===== src/rtl/core/tdk_pkg.sv =====
// ---------------------------------------------------------------------------
// tdk_pkg
// Shared types and constants for the packed key table with delete-by-key.
// ---------------------------------------------------------------------------
package tdk_pkg;

    localparam int DEPTH_DEF      = 256;
    localparam int DATA_WIDTH_DEF = 32;

    // item kinds; the fourth code is unused and is treated as a no-op
    localparam logic [1:0] KIND_APPEND = 2'd0;
    localparam logic [1:0] KIND_DELETE = 2'd1;
    localparam logic [1:0] KIND_READ   = 2'd2;

    // result status codes
    localparam logic [1:0] ST_OK        = 2'd0;
    localparam logic [1:0] ST_NOT_FOUND = 2'd1;
    localparam logic [1:0] ST_FULL      = 2'd2;
    localparam logic [1:0] ST_RANGE     = 2'd3;

    typedef enum logic [2:0] {
        S_IDLE,
        S_DISPATCH,
        S_SCAN,
        S_SHIFT,
        S_RD_REQ,
        S_RD_WAIT,
        S_FINISH
    } tdk_state_t;

    // result/update operation applied by the datapath
    typedef enum logic [3:0] {
        OP_NONE,
        OP_APPEND,
        OP_FULL,
        OP_HIT,
        OP_MISS,
        OP_DEL_DONE,
        OP_RD_OK,
        OP_RD_BAD,
        OP_IGNORE
    } tdk_op_t;

    typedef struct packed {
        logic    load;      // latch input item, rewind scan index
        logic    issue;     // read entry at scan index, advance index
        logic    rd_slot;   // read entry at requested slot
        logic    shift_wr;  // write last read entry one place down
        tdk_op_t op;
        logic    out_load;  // move result into output register
    } tdk_cmd_t;

    typedef struct packed {
        logic [1:0] kind;
        logic       full;
        logic       idx_lt_cnt;
        logic       pend;
        logic       hit;
        logic       slot_ok;
        logic       out_free;
    } tdk_stat_t;

endpackage


===== src/rtl/core/tdk_ctrl.sv =====
// ---------------------------------------------------------------------------
// tdk_ctrl
// Sequencer: dispatches each item and steps scan, shift and read phases.
// ---------------------------------------------------------------------------
module tdk_ctrl
    import tdk_pkg::*;
(
    input  logic      clk,
    input  logic      rst_n,
    input  logic      req_valid,
    output logic      req_ready,
    input  tdk_stat_t stat,
    output tdk_cmd_t  cmd
);

    tdk_state_t state_reg;
    tdk_state_t state_next;

    always_ff @(posedge clk or negedge rst_n)
    begin
        if (!rst_n)
        begin
            state_reg <= S_IDLE;
        end
        else
        begin
            state_reg <= state_next;
        end
    end

    always_comb
    begin
        state_next = state_reg;
        cmd        = '0;
        cmd.op     = OP_NONE;
        req_ready  = 1'b0;

        unique case (state_reg)
            S_IDLE:
            begin
                req_ready = 1'b1;
                if (req_valid)
                begin
                    cmd.load   = 1'b1;
                    state_next = S_DISPATCH;
                end
            end

            S_DISPATCH:
            begin
                unique case (stat.kind)
                    KIND_APPEND:
                    begin
                        cmd.op     = stat.full ? OP_FULL : OP_APPEND;
                        state_next = S_FINISH;
                    end
                    KIND_DELETE:
                    begin
                        state_next = S_SCAN;
                    end
                    KIND_READ:
                    begin
                        state_next = S_RD_REQ;
                    end
                    default:
                    begin
                        cmd.op     = OP_IGNORE;
                        state_next = S_FINISH;
                    end
                endcase
            end

            // reads are pipelined: compare the word fetched last cycle
            S_SCAN:
            begin
                cmd.issue = stat.idx_lt_cnt;
                if (stat.pend && stat.hit)
                begin
                    cmd.op     = OP_HIT;
                    state_next = S_SHIFT;
                end
                else if (!stat.pend && !stat.idx_lt_cnt)
                begin
                    cmd.op     = OP_MISS;
                    state_next = S_FINISH;
                end
            end

            S_SHIFT:
            begin
                cmd.issue    = stat.idx_lt_cnt;
                cmd.shift_wr = stat.pend;
                if (!stat.pend && !stat.idx_lt_cnt)
                begin
                    cmd.op     = OP_DEL_DONE;
                    state_next = S_FINISH;
                end
            end

            S_RD_REQ:
            begin
                if (stat.slot_ok)
                begin
                    cmd.rd_slot = 1'b1;
                    state_next  = S_RD_WAIT;
                end
                else
                begin
                    cmd.op     = OP_RD_BAD;
                    state_next = S_FINISH;
                end
            end

            S_RD_WAIT:
            begin
                cmd.op     = OP_RD_OK;
                state_next = S_FINISH;
            end

            S_FINISH:
            begin
                if (stat.out_free)
                begin
                    cmd.out_load = 1'b1;
                    state_next   = S_IDLE;
                end
            end

            default:
            begin
                state_next = S_IDLE;
            end
        endcase
    end

endmodule


===== config.mk =====
export PLATFORM = sky130hd
export DESIGN_NAME = tdk_ctrl
export DESIGN_NICKNAME = d
export VERILOG_FILES = /design/src/rtl/core/tdk_pkg.sv /design/src/rtl/core/tdk_ctrl.sv
export SDC_FILE = /design/constraint.sdc
export NUM_CORES = 1
export LEC_CHECK = 0
export ABC_AREA = 1
export CAP_MARGIN = 40
export CORE_AREA = 2 2 39 41
export CTS_CLUSTER_SIZE = 14
export DETAILED_ROUTE_END_ITERATION = 8
export DIE_AREA = 0 0 41 43
export DONT_BUFFER_PORTS = 1
export PLACE_DENSITY = 0.5
export SYNTH_ARGS = -nofsm -noshare
export SYNTH_HDL_FRONTEND = slang
export SYNTH_SLANG_ARGS = --single-unit

===== constraint.sdc =====
create_clock -name clk -period 2.1 [get_ports clk]
set_clock_uncertainty 0.05 [all_clocks]
set_input_delay 0.21 -clock clk [delete_from_list [all_inputs] [get_ports clk]]
set_output_delay 0.21 -clock clk [all_outputs]
set_load 0.02 [all_outputs]

==> metrics.md, run 1 <==
| Metric | Value |
|---|---|
| Outcome | complete, no violations |
| Die area | 1763 µm² |
| First-pass DRT Iterations | 2 |
| ANT cells | 0 |
| Design Area, Final | 411.6 µm² |
| Multi-input logic area | 193.9 µm² |
| Placed Cells | 81 |
| Remaining antenna violation count | 0 |
| Latest clock arrival within the worst-skew pair | 0.23 ns |
| Post-Syn Nets | 73 |
| Row count | 14 |
| Worst Path Class, Setup | reg2out |
| Worst Path Arrival | 1.34 ns |
| DP Worst Slack | 0.7384 ns |
| Num ports | 21 |
| Seq pwr share | 22.9% |
| CP endpoint kind | output port |
| Fin Setup TNS | 0 ns |
| Avg Inst Size Synth | 5.368 µm² |
| Core ar. | 1384 µm² |
| Total Wirelength | 811 µm |
| FILL cells | 168 |
| Clock share of power | 17.3% |
| Post-Place Cell Area | 375.4 µm² |
| Hold Path Class | in2reg |
| Primary FF master, synth | dfrtp_1 |
| Post-synth top cells | inv_1, nand2_1, nor2_1 |
| Reg2Reg Depth | 5 |
| CTS max path bufs | 2 |
| Area grow syn2layout | 23.68% |
| Final setup viols | 0 |
| # port buffers | 0 |
| Worst IR Drop VDD | 0.3491 mV |
| Post-synth top area share | 22.56% |
| Syn Inst Count | 62 |
| Hold Vio Cnt, Final | 0 |
| Vias in the first global route | 349 |
| Pint | 0.2627 mW |
| Clock buffer count from CTS | 3 |
| Routed wire per std cell | 9.430 µm |
| Post-detail-place hpwl | 691.1 µm |
| Number of flip-flops in the largest register | 3 |
| Yosys top cell by area | dfrtp_1 |
| Root buffer cell | clkbuf_4 |
| CTS resizes | 0 |
| DR iter-0 viols | 11 |
| Via/cell ratio | 4.395 |
| Sw frac | 54.81% |
| Initial Util | 24.05% |
| GPL Wtd Cong | 0.7019 |
| CTS tree | built |
| Top cells by area, synth | dfrtp_1, inv_1, nand2_1 |
| Flops & latches, synth | 3 |
| Count leader, synth | inv_1 |
| Worst slew pin tran | 0.6993 ns |
| Layout Cells excl Fill | 86 |
| Ys Warns | 0 |
| Mapped cell area | 332.8 µm² |
| Net Sw Power | 0.3186 mW |
| F_max | 0.6236 GHz |
| Fin nets | 82 |
| Number of max-cap violations | 0 |
| Setup WS post-layout | 0.4964 ns |
| Layout cell share with drive strength beyond 1 | 10.00% |
| Clock sink count | 3 |
| First-pass GRT wire length | 1193 µm |
| Crit start category | register |
| Finished Core Util | 29.75% |
| Die Y | 43 µm |
| Part of the cycle the worst path needs | 76.36% |
| GRT Total Usage | 10.35% |
| Clock transition at path regs | 0.04 ns |
| GRT overflow | 0 |
| Die W | 41 µm |
| Register Area | 75.07 µm² |
| Max-slew violations | 0 |
| H-Tree Level Count | 1 |
| Hold slack | 0.09531 ns |
| Minimum clock period | 1.604 ns |
| Netlist cell types | 12 |
| Pwr/cell area | 1412 nW/µm² |
| Vias | 378 |
| Worst EP required | 1.84 ns |
| RSZ-0062 raised after global routing | false |
| DRC errors left | 0 |
| Initial antenna violation count | 0 |
| P_leak | 0.2527 nW |
| Largest net degree at the start of global routing | 8 |
| Hold Path Depth | 2 |
| EDFF count, synth | 0 |
| Asr flop ratio synth | 100.0% |
| Register area share after synthesis | 22.56% |
| Power, Total | 0.5814 mW |
| Slew HR | 53.28% |
| CP max FO | 7 |
| Setup bufs post-CTS | 0 |
| Combinational fraction of design power | 59.8% |
## placed cells by master (no fill, tap or decap), types with 2 or more instances in the layout
cell / netlist / final
inv_1: 17 / 17
nand2_1: 13 / 13
nor2_1: 9 / 9
nand3_1: 8 / 8
o21ai_0: 4 / 4
clkbuf_4: 0 / 3
buf_4: 0 / 3
dfrtp_1: 3 / 3
nor3_1: 2 / 2
a21oi_1: 2 / 2
## logic make-up (layout without fill, tap and decap cells)
kind of cell | Yosys count | count (layout) | share of synthesized area [%]
compound gates | 6 | 6 | 9.023
flops | 3 | 3 | 22.56
buf+inv | 17 | 25 | 19.17
simple gates | 36 | 36 | 49.25
## timing repair
action / 4_1_cts / 5_1_grt
hold endpoints to repair: 3 / 0
hold buffers: 1 / 0
endpoints found under the setup margin: 0 / 0
## power by group through the flow
stage	combinational (mW)	sequential, mW	clock, mW
4_1_cts	0.353	0.134	0.106
3_5_place_dp	0.350	0.134	0
5_1_grt	0.396	0.140	0.109
6_report	0.347	0.133	0.101
3_3_place_gp	0.355	0.133	0
2_1_floorplan	0.286	0.125	0
## final timing paths
check                        startpoint            to  slack [ns]
setup / recovery           state_reg[2]        cmd[2]        0.50
hold / removal                  stat[6]  state_reg[1]         0.1
setup reg to reg           state_reg[2]  state_reg[2]        0.94
hold reg to reg            state_reg[1]  state_reg[2]        0.66
max in group asynchronous         rst_n  state_reg[2]        1.68
min in group asynchronous         rst_n  state_reg[0]        0.18
## final cells by class
type | instances | area share, %
multi-input cells | 42 | 47.11
flip-flops and latches | 3 | 18.24
inverters | 17 | 15.50
repair buffers | 4 | 7.903
clock buffers | 4 | 6.383
well taps | 16 | 4.863
## worst max-delay path, stage by stage (launching register included)
cell and delay (ns):
dfrtp_1 0.45, nor2_1 0.19, nand2_1 0.10, inv_1 0.11, nand3_1 0.08, nand3_1 0.19
## per-layer routing
layer	GRT usage, %	share of wire, %	vias to the layer above
met5	0	0	-
met4	8.000	0	0
met3	3.665	6.5	0
met2	17.19	56	10
met1	9.355	38	161
li1	-	-	207
Power figures use the tool's default switching activity.
==> run 2: changes to the inputs <==
Clock period 2.1 ns to 1.53 ns, I/O delays scaled along.
==> run 2 against run 1 <==
Global-route usage rose by 1.2 points. Die area stayed put. Final cell count increased by 1.2%. Highest routed layer unchanged. Core utilization rose by 2.1 points. Clock-buffer cell count stayed put.
==> metrics.md, run 2 (same netlist as run 1, synthesis figures left out) <==
| Metric | Value |
|---|---|
| Fin nets | 83 (was 82) |
| CP endpoint kind | output port (unchanged) |
| CTS tree | built (unchanged) |
| Core ar. | 1384 µm² (unchanged) |
| Clock transition at path regs | 0.04 ns (about the same) |
| Layout Cells excl Fill | 87 (was 86) |
| H-Tree Level Count | 1 (unchanged) |
| Via/cell ratio | 4.460 (was 4.395) |
| Die W | 41 µm (unchanged) |
| Number of flip-flops in the largest register | 3 (unchanged) |
| Power, Total | 0.8577 mW (was 0.5814 mW) |
| DRC errors left | 0 (unchanged) |
| Routed wire per std cell | 9.678 µm (was 9.430 µm) |
| Num ports | 21 (unchanged) |
| Worst Path Arrival | 1.22 ns (was 1.34 ns) |
| Initial Util | 24.05% (unchanged) |
| Post-detail-place hpwl | 696.7 µm (was 691.1 µm) |
| Clock buffer count from CTS | 3 (unchanged) |
| Total Wirelength | 842 µm (was 811 µm) |
| Outcome | complete, no violations (unchanged) |
| P_leak | 0.2575 nW (was 0.2527 nW) |
| FILL cells | 167 (was 168) |
| Reg2reg end | state_reg[2] (unchanged) |
| Latest clock arrival within the worst-skew pair | 0.23 ns (about the same) |
| CP max FO | 7 (unchanged) |
| Worst Setup SP | state_reg[2] (unchanged) |
| Area grow syn2layout | 32.33% (was 23.68%) |
| Pwr/cell area | 1947 nW/µm² (was 1412 nW/µm²) |
| Reg2Reg Depth | 5 (unchanged) |
| Clock sink count | 3 (unchanged) |
| Crit start category | register (unchanged) |
| Worst Path Class, Setup | reg2out (unchanged) |
| Reg-to-Reg Start | state_reg[2] (unchanged) |
| Minimum clock period | 1.426 ns |
| Part of the cycle the worst path needs | 93.20% |
| Setup bufs post-CTS | 0 (unchanged) |
| Remaining antenna violation count | 0 (unchanged) |
| Initial antenna violation count | 0 (unchanged) |
| Max-slew violations | 0 (unchanged) |
| Largest net degree at the start of global routing | 8 (unchanged) |
| Worst slew pin tran | 0.4027 ns (was 0.6993 ns) |
| R2R Setup Slk | 0.45 ns (was 0.94 ns) |
| ANT cells | 0 (unchanged) |
| Row count | 14 (unchanged) |
| RSZ-0062 raised after global routing | true (was false) |
| Final setup viols | 0 (unchanged) |
| First-pass GRT wire length | 1366 µm (was 1193 µm) |
| GPL Wtd Cong | 0.7527 (was 0.7019) |
| F_max | 0.7013 GHz |
| Commonest non-fill, non-tap cell in the layout | inv_1 (unchanged) |
| Slew HR | 73.05% (was 53.28%) |
| Layout cell share with drive strength beyond 1 | 26.76% (was 10.00%) |
| CP Capture Point | cmd[8] (was cmd[2]) |
| DR iter-0 viols | 2 (was 11) |
| First-pass DRT Iterations | 2 (unchanged) |
| Hold Vio Cnt, Final | 0 (unchanged) |
| Design Area, Final | 440.4 µm² (was 411.6 µm²) |
| GRT overflow | 0 (unchanged) |
| GRT Total Usage | 11.55% (was 10.35%) |
| Worst IR Drop VDD | 0.5646 mV (was 0.3491 mV) |
| CTS max path bufs | 2 (unchanged) |
| Hold Path Class | in2reg (unchanged) |
| # port buffers | 0 (unchanged) |
| Vias | 388 (was 378) |
| Most frequent cells in the layout | inv_1, nand2_1, nor2_1 (unchanged) |
| Vias in the first global route | 384 (was 349) |
| Root buffer cell | clkbuf_4 (unchanged) |
| Die area | 1763 µm² (unchanged) |
| Placed Cells | 82 (was 81) |
| Post-Place Cell Area | 382.9 µm² (was 375.4 µm²) |
| Number of max-cap violations | 0 (unchanged) |
| Die Y | 43 µm (unchanged) |
| Worst EP required | 1.33 ns (was 1.84 ns) |
==> run 2: critical path, cell delays in order, from the launching register on <==
cell	delay (ns)
dfrtp_2	0.46
nor2_2	0.13
nand2_1	0.09
nor2_1	0.31
==> run 2: how the worst min path moves through the flow <==
stage	startpoint	end	slack, ns	cells after the start
3_3_place_gp	rst_n	state_reg[1]	-0.19	0
5_1_grt	stat[6]	state_reg[1]	0.06	2
6_report	stat[6]	state_reg[1]	0.04	2
3_5_place_dp	rst_n	state_reg[1]	-0.19	0
4_1_cts	stat[6]	state_reg[1]	0.05	2
2_1_floorplan	rst_n	state_reg[0]	-0.19	0
==> run 2: metal layers <==
metal	routed length [µm]	part of all wire (%)	global-route usage, %
met4	0	0	10.00
met3	51	6.1	0.5236
met5	0	0	0
met2	468	56	20.00
met1	322	38	11.25
==> run 2: repair_timing <==
action	CTS	global route
pin swaps	0	0
hold buffers	1	0
resized for setup	1	10
hold endpoints to repair	3	0
endpoints found under the setup margin	1	8
==> run 2: cell type report <==
class | count | area (µm²) | share of cell area, %
Sequential cell | 3 | 78.83 | 17.90
Clock buffer | 4 | 26.28 | 5.966
Timing Repair Buffer | 5 | 40.04 | 9.091
Multi-Input combinational cell | 42 | 211.5 | 48.01
Tap cell | 16 | 20.02 | 4.545
Inverter | 17 | 63.81 | 14.49
==> run 2: power by group <==
part | internal [mW] | switching [mW] | leakage, nW | total (mW)
sequential | 0.128 | 0.0740 | 0.0333 | 0.202
clock | 0.0977 | 0.0400 | 0.0150 | 0.138
combinational | 0.162 | 0.355 | 0.209 | 0.518
total | 0.388 | 0.469 | 0.258 | 0.858
==> run 2: per-stage QoR <==
| stage | hold WS (ns) | util, % | setup TNS (ns) | setup slack (ns) |
|---|---|---|---|---|
| finish | 0.04213 | 31.83 | 0 | 0.1040 |
| global route | 0.06396 | 31.83 | -0.01707 | -0.009125 |
| CTS | 0.04945 | 30.65 | 0 | 0.004954 |
| detailed placement | -0.1925 | 27.67 | 0 | 0.2437 |
| global placement | -0.1925 | 27.67 | 0 | 0.2581 |
| floorplan | -0.1926 | - | 0 | 0.1245 |
